`config.mk`:
```
export PLATFORM = sky130hd
export DESIGN_NAME = regular_polygon_vertex_generator
export DESIGN_NICKNAME = d
export VERILOG_FILES = /design/src/hdl/rpvg_pkg.sv /design/src/hdl/regular_polygon_vertex_generator.sv /design/src/hdl/rpvg_div.sv /design/src/hdl/rpvg_cordic.sv /design/src/hdl/rpvg_mul.sv
export VERILOG_INCLUDE_DIRS = /design/src /design/src/hdl
export SDC_FILE = /design/constraint.sdc
export NUM_CORES = 2
export LEC_CHECK = 0
export ABC_AREA = 0
export BUFFER_PORTS_ARGS = -buffer_cell sky130_fd_sc_hd__buf_2
export CORE_MARGIN = 2
export CORE_UTILIZATION = 40
export CTS_CLUSTER_SIZE = 40
export DETAILED_ROUTE_END_ITERATION = 6
export HOLD_SLACK_MARGIN = 0.05
export PLACE_DENSITY = 0.54
export REMOVE_ABC_BUFFERS = 1
export SLEW_MARGIN = 0
export SYNTH_ARGS = -nofsm -noshare
export SYNTH_HDL_FRONTEND = slang
export SYNTH_SLANG_ARGS = --single-unit
```
`constraint.sdc`:
```
create_clock -name aclk -period 10.69 [get_ports aclk]
set_input_delay 0 -clock aclk [delete_from_list [all_inputs] [get_ports aclk]]
set_output_delay 0 -clock aclk [all_outputs]
set_load 0.02 [all_outputs]
```
`src/hdl/assert_macros.svh`:
```
// Assertion helpers included by the top-level RTL file.
`ifndef ASSERT_MACROS_SVH
`define ASSERT_MACROS_SVH

// Checked on every rising edge, held off while reset is asserted.
`define RPVG_ASSERT(name, clk, rstn, prop, msg) \
    name: assert property (@(posedge clk) disable iff (!(rstn)) (prop)) else $error(msg);

// Checked on every rising edge, reset included.
`define RPVG_ASSERT_ALWAYS(name, clk, prop, msg) \
    name: assert property (@(posedge clk) (prop)) else $error(msg);

`endif

```
`src/hdl/rpvg_pkg.sv`:
```
package rpvg_pkg;

    // Field widths.
    localparam int SIDES_W  = 7;
    localparam int VNUM_W   = 6;
    localparam int COORD_W  = 17;
    localparam int Q88_W    = 16;
    localparam int TEX_W    = 16;
    localparam int COLOR_W  = 8;
    localparam int PHASE_W  = 32;
    localparam int FRAC_W   = 30;

    // Internal arithmetic widths.
    localparam int CW       = 34;   // CORDIC x, y, z in Q2.30 with headroom
    localparam int TRIG_W   = 32;   // clamped sine and cosine
    localparam int PROD_W   = 49;   // radius times trig
    localparam int QUOT_W   = 33;   // 2^32 / n needs 33 bits when n is one
    localparam int DIV_STEPS = 33;

    // Configuration port.
    localparam int PADDR_W  = 4;
    localparam int PDATA_W  = 32;

    typedef enum logic [1:0] {
        REG_RED   = 2'd0,
        REG_GREEN = 2'd1,
        REG_BLUE  = 2'd2,
        REG_ALPHA = 2'd3
    } reg_idx_t;

    localparam logic [COLOR_W-1:0] COLOR_RESET = 8'hFF;

    typedef enum logic [1:0] {
        QUAD_0 = 2'd0,
        QUAD_1 = 2'd1,
        QUAD_2 = 2'd2,
        QUAD_3 = 2'd3
    } quad_t;

    typedef enum logic [3:0] {
        ST_IDLE,
        ST_DIV,
        ST_PREP,
        ST_CORDIC,
        ST_MAP,
        ST_MUL_X,
        ST_MUL_Y,
        ST_EMIT
    } state_t;

    // Fixed-point constants.
    localparam logic [30:0]          HALF_PI_Q30     = 31'd1686629713;
    localparam logic signed [CW-1:0] CORDIC_GAIN_INV = 34'sd652032874;
    localparam logic signed [CW-1:0] ONE_Q30         = 34'sd1073741824;

    localparam int ATAN_ENTRIES = 24;
    localparam logic [31:0] ATAN_Q30 [ATAN_ENTRIES] = '{
        32'h3243F6A8, 32'h1DAC6705, 32'h0FADBAFC, 32'h07F56EA6, 32'h03FEAB76,
        32'h01FFD55B, 32'h00FFFAAA, 32'h007FFF55, 32'h003FFFEA, 32'h001FFFFD,
        32'h000FFFFF, 32'h0007FFFF, 32'h0003FFFF, 32'h0001FFFF, 32'h0000FFFF,
        32'h00007FFF, 32'h00003FFF, 32'h00001FFF, 32'h00000FFF, 32'h000007FF,
        32'h000003FF, 32'h000001FF, 32'h000000FF, 32'h0000007F
    };

    // Clamp a CORDIC output to the unit range.
    function automatic logic signed [TRIG_W-1:0] clamp_unit(input logic signed [CW-1:0] v);
        logic signed [TRIG_W-1:0] r;
        if (v > ONE_Q30) begin
            r = TRIG_W'(ONE_Q30);
        end else if (v < -ONE_Q30) begin
            r = TRIG_W'(-ONE_Q30);
        end else begin
            r = $signed(v[TRIG_W-1:0]);
        end
        return r;
    endfunction

    // Round a radius product back to Q8.8, half up, keeping 17 bits.
    function automatic logic [COORD_W-1:0] round_q30(input logic signed [PROD_W-1:0] p);
        logic signed [PROD_W-1:0] s;
        s = p + 49'sd536870912;
        return s[46:30];
    endfunction

    // Map a trig value to a Q0.16 texture coordinate, saturated at the top.
    function automatic logic [TEX_W-1:0] tex_of(input logic signed [TRIG_W-1:0] t);
        logic signed [TRIG_W:0] s;
        logic [17:0]            q;
        s = {t[TRIG_W-1], t} + 33'sd1073758208;
        q = s[32:15];
        return (q > 18'd65535) ? 16'hFFFF : q[15:0];
    endfunction

endpackage

```
`src/hdl/regular_polygon_vertex_generator.sv`:
```
// Sequence: each request runs the reciprocal divider once, then per vertex the
// CORDIC iterations, the quadrant map, two multiplies and the output load,
// which waits until the output slot is free.
// Throughput: one request at a time; s_ready is high only between requests.
// Reset (aresetn low, synchronous): sequencer idle, no result pending, colours 255.
`include "assert_macros.svh"

module regular_polygon_vertex_generator #(
    parameter int MAX_SIDES    = 64,
    parameter int CORDIC_STEPS = 16
) (
    input  logic                                 aclk,
    input  logic                                 aresetn,
    // Configuration port.
    input  logic                                 psel,
    input  logic                                 penable,
    input  logic                                 pwrite,
    input  logic [rpvg_pkg::PADDR_W-1:0]         paddr,
    input  logic [rpvg_pkg::PDATA_W-1:0]         pwdata,
    output logic [rpvg_pkg::PDATA_W-1:0]         prdata,
    output logic                                 pready,
    // Request channel.
    input  logic                                 s_valid,
    output logic                                 s_ready,
    input  logic [rpvg_pkg::SIDES_W-1:0]         s_side_count,
    input  logic [rpvg_pkg::Q88_W-1:0]           s_radius_q,
    input  logic signed [rpvg_pkg::Q88_W-1:0]    s_height_q,
    // Vertex channel.
    output logic                                 m_valid,
    input  logic                                 m_ready,
    output logic [rpvg_pkg::VNUM_W-1:0]          m_vertex_number,
    output logic signed [rpvg_pkg::COORD_W-1:0]  m_x_coord,
    output logic signed [rpvg_pkg::COORD_W-1:0]  m_y_coord,
    output logic signed [rpvg_pkg::Q88_W-1:0]    m_z_coord,
    output logic [rpvg_pkg::TEX_W-1:0]           m_tex_u,
    output logic [rpvg_pkg::TEX_W-1:0]           m_tex_v,
    output logic [rpvg_pkg::COLOR_W-1:0]         m_out_red,
    output logic [rpvg_pkg::COLOR_W-1:0]         m_out_green,
    output logic [rpvg_pkg::COLOR_W-1:0]         m_out_blue,
    output logic [rpvg_pkg::COLOR_W-1:0]         m_out_alpha,
    output logic                                 m_last_vertex
);
    import rpvg_pkg::*;

    state_t state_reg, state_next;

    // Colour registers.
    logic [COLOR_W-1:0] red_reg, green_reg, blue_reg, alpha_reg;
    logic               cfg_write;
    reg_idx_t           cfg_idx;

    // Request and per-vertex state.
    logic [SIDES_W-1:0]       n_sat;
    logic [SIDES_W-1:0]       n_reg;
    logic [Q88_W-1:0]         radius_reg;
    logic signed [Q88_W-1:0]  height_reg;
    logic [PHASE_W-1:0]       phase_reg;
    logic [SIDES_W-1:0]       racc_reg;
    logic [VNUM_W-1:0]        vcnt_reg;
    logic signed [TRIG_W-1:0] cs_reg, sn_reg;
    logic [COORD_W-1:0]       x_res_reg;

    // Sequencer controls.
    logic accept, div_start, cordic_start, mul_en, emit_load, slot_free, is_last;

    // Submodule links.
    logic [QUOT_W-1:0]    quot;
    logic [SIDES_W-1:0]   rem;
    logic                 div_done;
    logic                 cordic_done;
    logic signed [CW-1:0] cx, cy, z_init;
    logic [60:0]          zprod;
    logic signed [TRIG_W-1:0] mul_trig;
    logic signed [PROD_W-1:0] prod;

    // Phase step bookkeeping.
    logic [SIDES_W:0]     rsum;
    logic                 rwrap;

    // Output registers.
    logic                     m_valid_reg;
    logic [VNUM_W-1:0]        vnum_out_reg;
    logic [COORD_W-1:0]       x_out_reg, y_out_reg;
    logic signed [Q88_W-1:0]  z_out_reg;
    logic [TEX_W-1:0]         u_out_reg, v_out_reg;
    logic [COLOR_W-1:0]       r_out_reg, g_out_reg, b_out_reg, a_out_reg;
    logic                     last_out_reg;

    // Configuration writes and reads; the register index is the word address.
    assign pready    = 1'b1;
    assign cfg_write = psel && penable && pwrite;
    assign cfg_idx   = reg_idx_t'(paddr[3:2]);

    always_ff @(posedge aclk) begin
        if (!aresetn) begin
            red_reg   <= COLOR_RESET;
            green_reg <= COLOR_RESET;
            blue_reg  <= COLOR_RESET;
            alpha_reg <= COLOR_RESET;
        end else if (cfg_write) begin
            case (cfg_idx)
                REG_RED:   red_reg   <= pwdata[COLOR_W-1:0];
                REG_GREEN: green_reg <= pwdata[COLOR_W-1:0];
                REG_BLUE:  blue_reg  <= pwdata[COLOR_W-1:0];
                REG_ALPHA: alpha_reg <= pwdata[COLOR_W-1:0];
                default: ;
            endcase
        end
    end

    always_comb begin
        case (cfg_idx)
            REG_RED:   prdata = {24'd0, red_reg};
            REG_GREEN: prdata = {24'd0, green_reg};
            REG_BLUE:  prdata = {24'd0, blue_reg};
            REG_ALPHA: prdata = {24'd0, alpha_reg};
            default:   prdata = '0;
        endcase
    end

    // Side count saturated to the largest supported polygon.
    assign n_sat = (s_side_count > SIDES_W'(MAX_SIDES)) ? SIDES_W'(MAX_SIDES) : s_side_count;

    assign slot_free = !m_valid_reg || m_ready;
    assign is_last   = (({1'b0, vcnt_reg} + SIDES_W'(1)) == n_reg);

    // Next state.
    always_comb begin
        state_next = state_reg;
        case (state_reg)
            ST_IDLE: begin
                if (s_valid && (n_sat != '0)) begin
                    state_next = ST_DIV;
                end
            end
            ST_DIV: begin
                if (div_done) begin
                    state_next = ST_PREP;
                end
            end
            ST_PREP:   state_next = ST_CORDIC;
            ST_CORDIC: begin
                if (cordic_done) begin
                    state_next = ST_MAP;
                end
            end
            ST_MAP:    state_next = ST_MUL_X;
            ST_MUL_X:  state_next = ST_MUL_Y;
            ST_MUL_Y:  state_next = ST_EMIT;
            ST_EMIT: begin
                if (slot_free) begin
                    state_next = is_last ? ST_IDLE : ST_PREP;
                end
            end
            default:   state_next = ST_IDLE;
        endcase
    end

    // Sequencer outputs.
    always_comb begin
        s_ready      = 1'b0;
        div_start    = 1'b0;
        cordic_start = 1'b0;
        mul_en       = 1'b0;
        emit_load    = 1'b0;
        case (state_reg)
            ST_IDLE: begin
                s_ready   = 1'b1;
                div_start = s_valid && (n_sat != '0);
            end
            ST_PREP:  cordic_start = 1'b1;
            ST_MUL_X: mul_en = 1'b1;
            ST_MUL_Y: mul_en = 1'b1;
            ST_EMIT:  emit_load = slot_free;
            default: ;
        endcase
    end

    assign accept = s_valid && s_ready;

    always_ff @(posedge aclk) begin
        if (!aresetn) begin
            state_reg <= ST_IDLE;
        end else begin
            state_reg <= state_next;
        end
    end

    // Reciprocal of the side count as a fraction of a full turn.
    rpvg_div u_div (
        .aclk      (aclk),
        .aresetn   (aresetn),
        .start     (div_start),
        .divisor   (n_sat),
        .quotient  (quot),
        .remainder (rem),
        .done      (div_done)
    );

    // Quarter-turn fraction scaled to radians in Q2.30; the angle reaches 31 bits.
    assign zprod  = 61'(phase_reg[FRAC_W-1:0]) * 61'(HALF_PI_Q30);
    assign z_init = $signed({3'b000, zprod[60:30]});

    rpvg_cordic #(
        .STEPS (CORDIC_STEPS)
    ) u_cordic (
        .aclk    (aclk),
        .aresetn (aresetn),
        .start   (cordic_start),
        .z_init  (z_init),
        .x_out   (cx),
        .y_out   (cy),
        .done    (cordic_done)
    );

    // One multiplier serves both coordinates in consecutive cycles.
    assign mul_trig = (state_reg == ST_MUL_Y) ? sn_reg : cs_reg;

    rpvg_mul u_mul (
        .aclk   (aclk),
        .en     (mul_en),
        .radius (radius_reg),
        .trig   (mul_trig),
        .prod   (prod)
    );

    // Next phase: add the quotient and carry the remainder modulo n.
    assign rsum  = {1'b0, racc_reg} + {1'b0, rem};
    assign rwrap = (rsum >= {1'b0, n_reg});

    // Datapath registers.
    always_ff @(posedge aclk) begin
        if (accept) begin
            n_reg      <= n_sat;
            radius_reg <= s_radius_q;
            height_reg <= s_height_q;
            phase_reg  <= '0;
            racc_reg   <= '0;
            vcnt_reg   <= '0;
        end
        if (state_reg == ST_MAP) begin
            case (quad_t'(phase_reg[31:30]))
                QUAD_0: begin
                    cs_reg <= clamp_unit(cx);
                    sn_reg <= clamp_unit(cy);
                end
                QUAD_1: begin
                    cs_reg <= clamp_unit(-cy);
                    sn_reg <= clamp_unit(cx);
                end
                QUAD_2: begin
                    cs_reg <= clamp_unit(-cx);
                    sn_reg <= clamp_unit(-cy);
                end
                default: begin
                    cs_reg <= clamp_unit(cy);
                    sn_reg <= clamp_unit(-cx);
                end
            endcase
        end
        if (state_reg == ST_MUL_Y) begin
            x_res_reg <= round_q30(prod);
        end
        if (emit_load) begin
            phase_reg <= phase_reg + quot[PHASE_W-1:0] + PHASE_W'(rwrap);
            racc_reg  <= rwrap ? SIDES_W'(rsum - {1'b0, n_reg}) : rsum[SIDES_W-1:0];
            vcnt_reg  <= vcnt_reg + VNUM_W'(1);
        end
    end

    // Output register: a finished vertex waits here while the next is computed.
    always_ff @(posedge aclk) begin
        if (!aresetn) begin
            m_valid_reg <= 1'b0;
        end else if (emit_load) begin
            m_valid_reg <= 1'b1;
        end else if (m_ready) begin
            m_valid_reg <= 1'b0;
        end
        if (emit_load) begin
            vnum_out_reg <= vcnt_reg;
            x_out_reg    <= x_res_reg;
            y_out_reg    <= round_q30(prod);
            z_out_reg    <= height_reg;
            u_out_reg    <= tex_of(cs_reg);
            v_out_reg    <= tex_of(sn_reg);
            r_out_reg    <= red_reg;
            g_out_reg    <= green_reg;
            b_out_reg    <= blue_reg;
            a_out_reg    <= alpha_reg;
            last_out_reg <= is_last;
        end
    end

    assign m_valid         = m_valid_reg;
    assign m_vertex_number = vnum_out_reg;
    assign m_x_coord       = $signed(x_out_reg);
    assign m_y_coord       = $signed(y_out_reg);
    assign m_z_coord       = z_out_reg;
    assign m_tex_u         = u_out_reg;
    assign m_tex_v         = v_out_reg;
    assign m_out_red       = r_out_reg;
    assign m_out_green     = g_out_reg;
    assign m_out_blue      = b_out_reg;
    assign m_out_alpha     = a_out_reg;
    assign m_last_vertex   = last_out_reg;

    // The divider and the CORDIC only finish while the sequencer waits for them.
    `RPVG_ASSERT(a_div_done_in_div, aclk, aresetn, div_done |-> (state_reg == ST_DIV), "divider finished outside its wait state")
    `RPVG_ASSERT(a_cordic_done_in_wait, aclk, aresetn, cordic_done |-> (state_reg == ST_CORDIC), "CORDIC finished outside its wait state")
    // While vertices are produced the counter and remainder stay below the side count.
    `RPVG_ASSERT(a_vertex_in_range, aclk, aresetn, ((state_reg == ST_PREP) || (state_reg == ST_EMIT)) |-> (({1'b0, vcnt_reg} < n_reg) && (racc_reg < n_reg)), "vertex counter or phase remainder out of range")
    // A pending vertex is never overwritten before its transfer.
    `RPVG_ASSERT(a_no_overwrite, aclk, aresetn, (m_valid_reg && !m_ready && (state_reg == ST_EMIT)) |=> $stable(vnum_out_reg), "pending vertex overwritten")

endmodule

```
`src/hdl/rpvg_div.sv`:
```
module rpvg_div (
    input  logic                           aclk,
    input  logic                           aresetn,
    input  logic                           start,
    input  logic [rpvg_pkg::SIDES_W-1:0]   divisor,
    output logic [rpvg_pkg::QUOT_W-1:0]    quotient,
    output logic [rpvg_pkg::SIDES_W-1:0]   remainder,
    output logic                           done
);
    import rpvg_pkg::*;

    logic                busy_reg, busy_next;
    logic                done_reg, done_next;
    logic [5:0]          cnt_reg, cnt_next;
    logic [SIDES_W-1:0]  rem_reg, rem_next;
    logic [SIDES_W-1:0]  div_reg, div_next;
    logic [QUOT_W-1:0]   quot_reg, quot_next;
    logic [SIDES_W:0]    trial;
    logic                fits;

    // One restoring step per cycle on the dividend 2^32, most significant bit first.
    assign trial = {rem_reg, (cnt_reg == 6'd0)};
    assign fits  = (trial >= {1'b0, div_reg});

    always_comb begin
        busy_next = busy_reg;
        done_next = 1'b0;
        cnt_next  = cnt_reg;
        rem_next  = rem_reg;
        div_next  = div_reg;
        quot_next = quot_reg;
        if (start) begin
            busy_next = 1'b1;
            cnt_next  = 6'd0;
            rem_next  = '0;
            div_next  = divisor;
            quot_next = '0;
        end else if (busy_reg) begin
            rem_next  = fits ? SIDES_W'(trial - {1'b0, div_reg}) : trial[SIDES_W-1:0];
            quot_next = {quot_reg[QUOT_W-2:0], fits};
            cnt_next  = cnt_reg + 6'd1;
            if (cnt_reg == 6'(DIV_STEPS - 1)) begin
                busy_next = 1'b0;
                done_next = 1'b1;
            end
        end
    end

    always_ff @(posedge aclk) begin
        if (!aresetn) begin
            busy_reg <= 1'b0;
            done_reg <= 1'b0;
        end else begin
            busy_reg <= busy_next;
            done_reg <= done_next;
        end
        cnt_reg  <= cnt_next;
        rem_reg  <= rem_next;
        div_reg  <= div_next;
        quot_reg <= quot_next;
    end

    assign quotient  = quot_reg;
    assign remainder = rem_reg;
    assign done      = done_reg;

endmodule

```
`src/hdl/rpvg_cordic.sv`:
```
module rpvg_cordic #(
    parameter int STEPS = 16
) (
    input  logic                             aclk,
    input  logic                             aresetn,
    input  logic                             start,
    input  logic signed [rpvg_pkg::CW-1:0]   z_init,
    output logic signed [rpvg_pkg::CW-1:0]   x_out,
    output logic signed [rpvg_pkg::CW-1:0]   y_out,
    output logic                             done
);
    import rpvg_pkg::*;

    localparam int IW = $clog2(STEPS);

    logic                 busy_reg, busy_next;
    logic                 done_reg, done_next;
    logic [IW-1:0]        cnt_reg, cnt_next;
    logic signed [CW-1:0] x_reg, x_next;
    logic signed [CW-1:0] y_reg, y_next;
    logic signed [CW-1:0] z_reg, z_next;
    logic signed [CW-1:0] dx, dy, da;

    // Shared rotation step: shifted cross terms and the arctangent for this step.
    assign dx = y_reg >>> cnt_reg;
    assign dy = x_reg >>> cnt_reg;
    assign da = $signed({2'b00, ATAN_Q30[5'(cnt_reg)]});

    always_comb begin
        busy_next = busy_reg;
        done_next = 1'b0;
        cnt_next  = cnt_reg;
        x_next    = x_reg;
        y_next    = y_reg;
        z_next    = z_reg;
        if (start) begin
            busy_next = 1'b1;
            cnt_next  = '0;
            x_next    = CORDIC_GAIN_INV;
            y_next    = '0;
            z_next    = z_init;
        end else if (busy_reg) begin
            if (!z_reg[CW-1]) begin
                x_next = x_reg - dx;
                y_next = y_reg + dy;
                z_next = z_reg - da;
            end else begin
                x_next = x_reg + dx;
                y_next = y_reg - dy;
                z_next = z_reg + da;
            end
            cnt_next = cnt_reg + IW'(1);
            if (cnt_reg == IW'(STEPS - 1)) begin
                busy_next = 1'b0;
                done_next = 1'b1;
            end
        end
    end

    always_ff @(posedge aclk) begin
        if (!aresetn) begin
            busy_reg <= 1'b0;
            done_reg <= 1'b0;
        end else begin
            busy_reg <= busy_next;
            done_reg <= done_next;
        end
        cnt_reg <= cnt_next;
        x_reg   <= x_next;
        y_reg   <= y_next;
        z_reg   <= z_next;
    end

    assign x_out = x_reg;
    assign y_out = y_reg;
    assign done  = done_reg;

endmodule

```
`src/hdl/rpvg_mul.sv`:
```
module rpvg_mul (
    input  logic                                 aclk,
    input  logic                                 en,
    input  logic [rpvg_pkg::Q88_W-1:0]           radius,
    input  logic signed [rpvg_pkg::TRIG_W-1:0]   trig,
    output logic signed [rpvg_pkg::PROD_W-1:0]   prod
);
    import rpvg_pkg::*;

    logic signed [PROD_W-1:0] prod_reg, prod_next;

    // Radius times cosine or sine, registered; the sequencer picks the operand.
    assign prod_next = PROD_W'($signed({1'b0, radius}) * trig);

    always_ff @(posedge aclk) begin
        if (en) begin
            prod_reg <= prod_next;
        end
    end

    assign prod = prod_reg;

endmodule
```
**After elaboration in Yosys (flattened, before gate mapping)**

Memories as Yosys holds them, arrays and structs flattened.
Index checks and enable logic that the tools add are counted.

- Word-level logic and storage cells: 173
- Memory bits (read-only): 1024
- Memories kept: 1
- Output and inout bits: 156
- Bits in registers: 532
- Input port bits: 82

Memories:

| name | words | width | read ports | clocked after memory_dff | wr ports | RTL line | RTL |
|---|---|---|---|---|---|---|---|
| (no name shown) | 32 | 32 | 1 | 0 | 0 | rpvg_cordic.sv:27 | `assign da = $signed({2'b00, ATAN_Q30[5'(cnt_reg)]});` |

- $mul: 2
- Bitwise gates (word level): 4
- Magnitude comparators: 14
- Muxes and demuxes: 49
- Reductions and logical operators: 22
- $add $sub $neg: 20
- Equality and inequality tests: 19
- Shift operators: 2

Operators with widths:

| cell | number |
|---|---|
| $mux W32 | 13 |
| $pmux W32 S3 | 2 |
| $gt A34 B32 Y1 const B | 4 |
| $lt A34 B31 Y1 const B | 4 |
| $pmux W32 S4 | 1 |
| $mux W34 | 3 |
| $add A34 B34 Y34 | 2 |
| $neg A34 Y34 | 2 |
| $sshr A34 B4 Y34 | 2 |
| $sub A34 B34 Y34 | 2 |
| $add A32 B32 Y33 const B | 2 |
| $mux W31 | 2 |
| $mul A30 B31 Y61 const B | 1 |
| $add A47 B31 Y47 const B | 1 |
| $mul A17 B32 Y47 | 1 |
| $gt A18 B16 Y1 const B | 2 |
| $mux W7 | 5 |
| $add A34 B33 Y34 | 1 |
| $sub A34 B33 Y34 | 1 |
| $add A32 B1 Y32 | 1 |
| $add A32 B32 Y32 | 1 |
| $pmux W4 S8 | 1 |
| $eq A4 B3 Y1 const B | 4 |
| $ge A8 B7 Y1 | 2 |
| 34 further kinds | 72 |

**Logic depth before layout (Yosys ltp)**

- Word-level depth: 8
- Gate-level depth with buffers: 32
- Gate-level depth less buffers: 29

**By module**

Synthesis repeated with hierarchy kept, for this count alone.

- Cell total of the unflattened synthesis: 7541
- Area total of the unflattened synthesis: 70097.2 um^2

By module, submodules not included:

| module | cells an instance | seq. area each (um^2) | instances | area an instance (um^2) |
|---|---|---|---|---|
| regular_polygon_vertex_generator | 3295 | 9308.9 | 1 | 33090.5 |
| rpvg_mul | 2161 | 1471.4 | 1 | 19696.4 |
| rpvg_cordic | 1847 | 2502.4 | 1 | 14921.8 |
| rpvg_div | 238 | 1171.1 | 1 | 2388.5 |

**Worst setup path after synthesis**

No wires, ideal clock.

- Kind: flip-flop to flip-flop
- From: register state_reg[1]
- To: register u_mul.prod_reg[45], in the netlist u_mul.prod[45] (data pin)
- Arrival time: 7961 ps
- Setup slack: 2466 ps
- Cell stages (with the launch flop): 30
- Period minus slack after synthesis: 8224 ps
- Data required time: 10427 ps
- Path buffers: 4
- Library setup time: 263 ps
- Cells stage by stage: dfxtp_1 > clkbuf_1 > nand3b_1 > inv_1 > clkbuf_1 > clkbuf_1 > nand2_1 > nand2_1 > clkbuf_1 > nand2_1 > fa_1 > inv_1 > fa_1 > fa_1 > fa_1 > fa_1 > inv_1 > fa_1 > inv_1 > ha_1 > nor2b_1 > o21ai_0 > o211ai_1 > o31ai_1 > a211oi_1 > o2111ai_1 > a21oi_1 > o221ai_1 > o21bai_1 > xor2_1

- Word-level cells in the longest chain between the ends: 3

Ends and longest elaborated chain:

| item | RTL line | RTL |
|---|---|---|
| start, declared | regular_polygon_vertex_generator.sv:45 | `state_t state_reg, state_next;` |
| start signal, assigned | regular_polygon_vertex_generator.sv:185 | `state_reg <= state_next;` |
| $eq A4 B3 Y1 | regular_polygon_vertex_generator.sv:217 | `assign mul_trig = (state_reg == ST_MUL_Y) ? sn_reg : cs_reg;` |
| $mux W32 | regular_polygon_vertex_generator.sv:217 |  |
| $mul A17 B32 Y47 | rpvg_mul.sv:13 | `assign prod_next = PROD_W'($signed({1'b0, radius}) * trig);` |
| net u_mul.prod_next[45] | rpvg_mul.sv:10 | `logic signed [PROD_W-1:0] prod_reg, prod_next;` |
| end signal, assigned | rpvg_mul.sv:17 | `prod_reg <= prod_next;` |
| end, declared | rpvg_mul.sv:10 |  |

The timed path passes the listed nets, and every way through them passes these cells.
A chain may end at the register's enable or synchronous reset.

**Final worst setup path**

Ends and elaborated chain as after synthesis.

==> impl_metrics.tcl <==
set metrics [dict create \
    grt_max_degree 81 \
    netlist_area_sq_um 66500 \
    final_layout_size_suffix_gt1_frac 0.0780 \
    post-cts-setup-buffer-count 0 \
    reg2reg_slack_ns 1.61 \
    post-synth-top-count-cell "inv_1" \
    yosys_most_used_dff "edfxtp_1" \
    antenna_found_initial 10 \
    cts_tree "done" \
    finalCritPeriodShare 0.849 \
    fin_util 0.442 \
    ys_ff_latch 502 \
    synth_top_area_cell "fa_1" \
    fmax_mhz 110 \
    timing.rr.end "u_mul.prod[45]$_DFFE_PP_" \
    yosys-top-cells-count "inv_1, fa_1, nand2_1, ha_1, nor2_1" \
    die_height_um 412 \
    cts_resized 0 \
    numClockSinks 502 \
    synthTopCellsByArea "fa_1, edfxtp_1, ha_1" \
    yosysWarnings 0 \
    numCtsBuffers 68 \
    setup_viol 0 \
    chipWidth_um 412 \
    clockBufferDepth 3 \
    status "finished, violations left" \
    overflow 0 \
    routabilityCongestion 0.930 \
    area_growth_pct 9.68 \
    synth.distinct_cells 96 \
    slew_headroom 0.219 \
    root_buffer "clkbuf_16" \
    hpwl_mm 150 \
    grt_pass1_wl_mm 303 \
    synth_top_area_frac 0.245 \
    syn_area_per_cell_sq_um 9.31 \
    ioPinCount 238 \
    holdWs_ns 0.109 \
    r2r_cells 26 \
    hold_viol_final 0 \
    clock-skew-final_ns 0.0694 \
    crit_required_ns 11.12 \
    rr_startpoint "state_reg[1]$_SDFFE_PN0P_" \
    vias_per_cell 5.38 \
    nets 8814 \
    clk_latency_ns 0.72 \
    power.density_nw_per_um2 333 \
    drc_errors 2 \
    routed-via-count 51300 \
    worst_pin_slew_ns 1.16 \
    track_usage 0.231 \
    crit_path_start_kind "register" \
    syn_inst 7144 \
    fin_crit_ns 9.08 \
    async_reset_ff_frac 0 \
    hold_start "psel" \
    ctsHoldBuffers 94 \
    drt_iter0_drc 3907 \
    rsz0062_at_grt "false" \
    routedWlPerCell_um 20.5 \
    dr.pass1.iters 7 \
    core-area_sq_um 165000 \
    clk_pin_slew_ns 0.08 \
    num_rows 149 \
    drv_cap 0 \
    peakVddDrop_mv 0.620 \
    violations "design-rule violations" \
    htreeDepth 3 \
    die_area_sq_um 170000 \
    hold_depth 5 \
    crit_path_end_kind "register" \
    slew_violations 0 \
    p_leak_nw 33.6 \
    hold-path-endpoint "alpha_reg[6]$_SDFFE_PN1P_" \
    io_buffers 186 \
    hold_path.class "in2reg" \
    cp_max_fo 26 \
    critPathArrivalTime_ns 9.51 \
    ys_seq_area_frac 0.203 \
    initial_core_util 0.403 \
    drt_wl_total_mm 195 \
    grt_pass1_vias 52300 \
    finalSetupTns_ns 0 \
    synth_edf_count 342 \
    route.antenna.remaining_nets 0 \
    criticalPathCategory "reg2reg" \
]
[cell type report]
class | instances | area (sq um)
multi-input combinational | 5110 | 47100
timing repair buffer | 400 | 2770
tap | 2189 | 2740
inverter | 1200 | 4510
clock inverter | 35 | 459
antenna | 2 | 5.00
fill | 15900 | 92000
clock buffer | 90 | 1860
sequential | 502 | 13500
[kinds of logic after synthesis]
logic type,Yosys count,share of synthesized area
AND/OR/NAND/NOR,1975,0.140
adder cells (fa/ha/maj),1450,0.365
multiplexers,240,0.0539
XOR/XNOR,371,0.0489
other,2,0.000113
AO/OA/AOI/OAI,1049,0.0991
buffers and inverters,1555,0.0911
flip-flops,502,0.203
[metrics by stage]
step / instance area (sq um) / total power, W / setup WS (ns) / instances
global route: 72900 / 0.0269 / 1.04 / 9526
global placement: 69700 / 0.0217 / 1.61 / 9307
floorplan: 65000 / 0.0170 / 1.85 / 6812
finish: 73000 / 0.0243 / 1.61 / 9528
CTS: 72900 / 0.0244 / 1.49 / 9526
detailed placement: 69700 / 0.0219 / 1.55 / 9307
[worst max path at each step]
stage	slack, ns	startpoint	to	cells after the start
6_report	1.61	state_reg[1]$_SDFFE_PN0P_	u_mul.prod[45]$_DFFE_PP_	26
5_1_grt	1.04	state_reg[1]$_SDFFE_PN0P_	u_mul.prod[45]$_DFFE_PP_	26
4_1_cts	1.49	state_reg[1]$_SDFFE_PN0P_	u_mul.prod[45]$_DFFE_PP_	26
3_5_place_dp	1.55	state_reg[1]$_SDFFE_PN0P_	u_mul.prod[45]$_DFFE_PP_	26
3_3_place_gp	1.61	state_reg[1]$_SDFFE_PN0P_	u_mul.prod[45]$_DFFE_PP_	26
2_1_floorplan	1.85	u_cordic.cnt_reg[0]$_SDFFE_PP0P_	u_cordic.z_reg[29]$_DFFE_PP_	21
[worst max-delay path, stage by stage, from the launching register on]
cell       delay (ns)
dfxtp_1          0.53
nand3b_1         0.18
inv_2            0.40
nand2_1          0.10
nand2_1          0.69
nand2_1          0.19
fa_1             0.56
inv_1            0.05
fa_1             0.51
fa_1             0.55
fa_1             0.55
fa_1             0.55
inv_1            0.06
fa_1             0.53
inv_1            0.04
ha_1             0.28
nand4_1          0.11
inv_1            0.07
nand4_1          0.24
a311oi_1         0.65
o31ai_1          0.35
a211oi_1         0.51
o2111ai_1        0.26
a21oi_1          0.23
o221ai_1         0.26
o21bai_1         0.22
xor2_1           0.09
[routing by layer]
layer | up-vias | GRT usage | share of wire
met3 | 362 | 0.0302 | 0.060
met4 | 2 | 0.0853 | 0.039
met1 | 25500 | 0.313 | 0.44
met5 | - | 0 | 0.000067
met2 | 1600 | 0.377 | 0.46
li1 | 23800 | - | -
[placed cells by master, fill, tap and decap left out, types with 23 or more instances in the layout]
cell type      synthesis  final
or3_1                 37     36
a211oi_1              46     46
dfxtp_1              160    153
nor2_1               411    411
nand2_1              800    799
fa_1                 815    815
or4_1                 23     23
buf_2                 22    186
nor3_1                92     91
inv_1               1194   1191
xor2_1               136    136
nand2b_1              31     30
nor4_1                26     26
xnor2_1              235    235
dlygate4sd3_1          0     94
o21ai_0              179    178
nand3_1              123    123
a21oi_1              385    384
clkbuf_16              0     68
and2_1               219    219
conb_1                 2     25
buf_4                 36    120
mux2i_1              124    124
and3_1                47     47
mux4_2                92     92
mux2_2                23     23
o21a_1                45     45
a21o_1                97     97
a31oi_1               48     48
nor2b_1               44     44
nand4_1               50     50
edfxtp_1             342    342
o21bai_1              23     23
ha_1                 635    635
[where the power goes]
group | switching (W) | total, W | leakage, nW | internal (W)
clock | 0.000987 | 0.00234 | 1.11 | 0.00136
combinational | 0.0109 | 0.0189 | 28.0 | 0.00804
sequential | 0.000536 | 0.00300 | 4.46 | 0.00246
(Power assumes the default switching activity.)
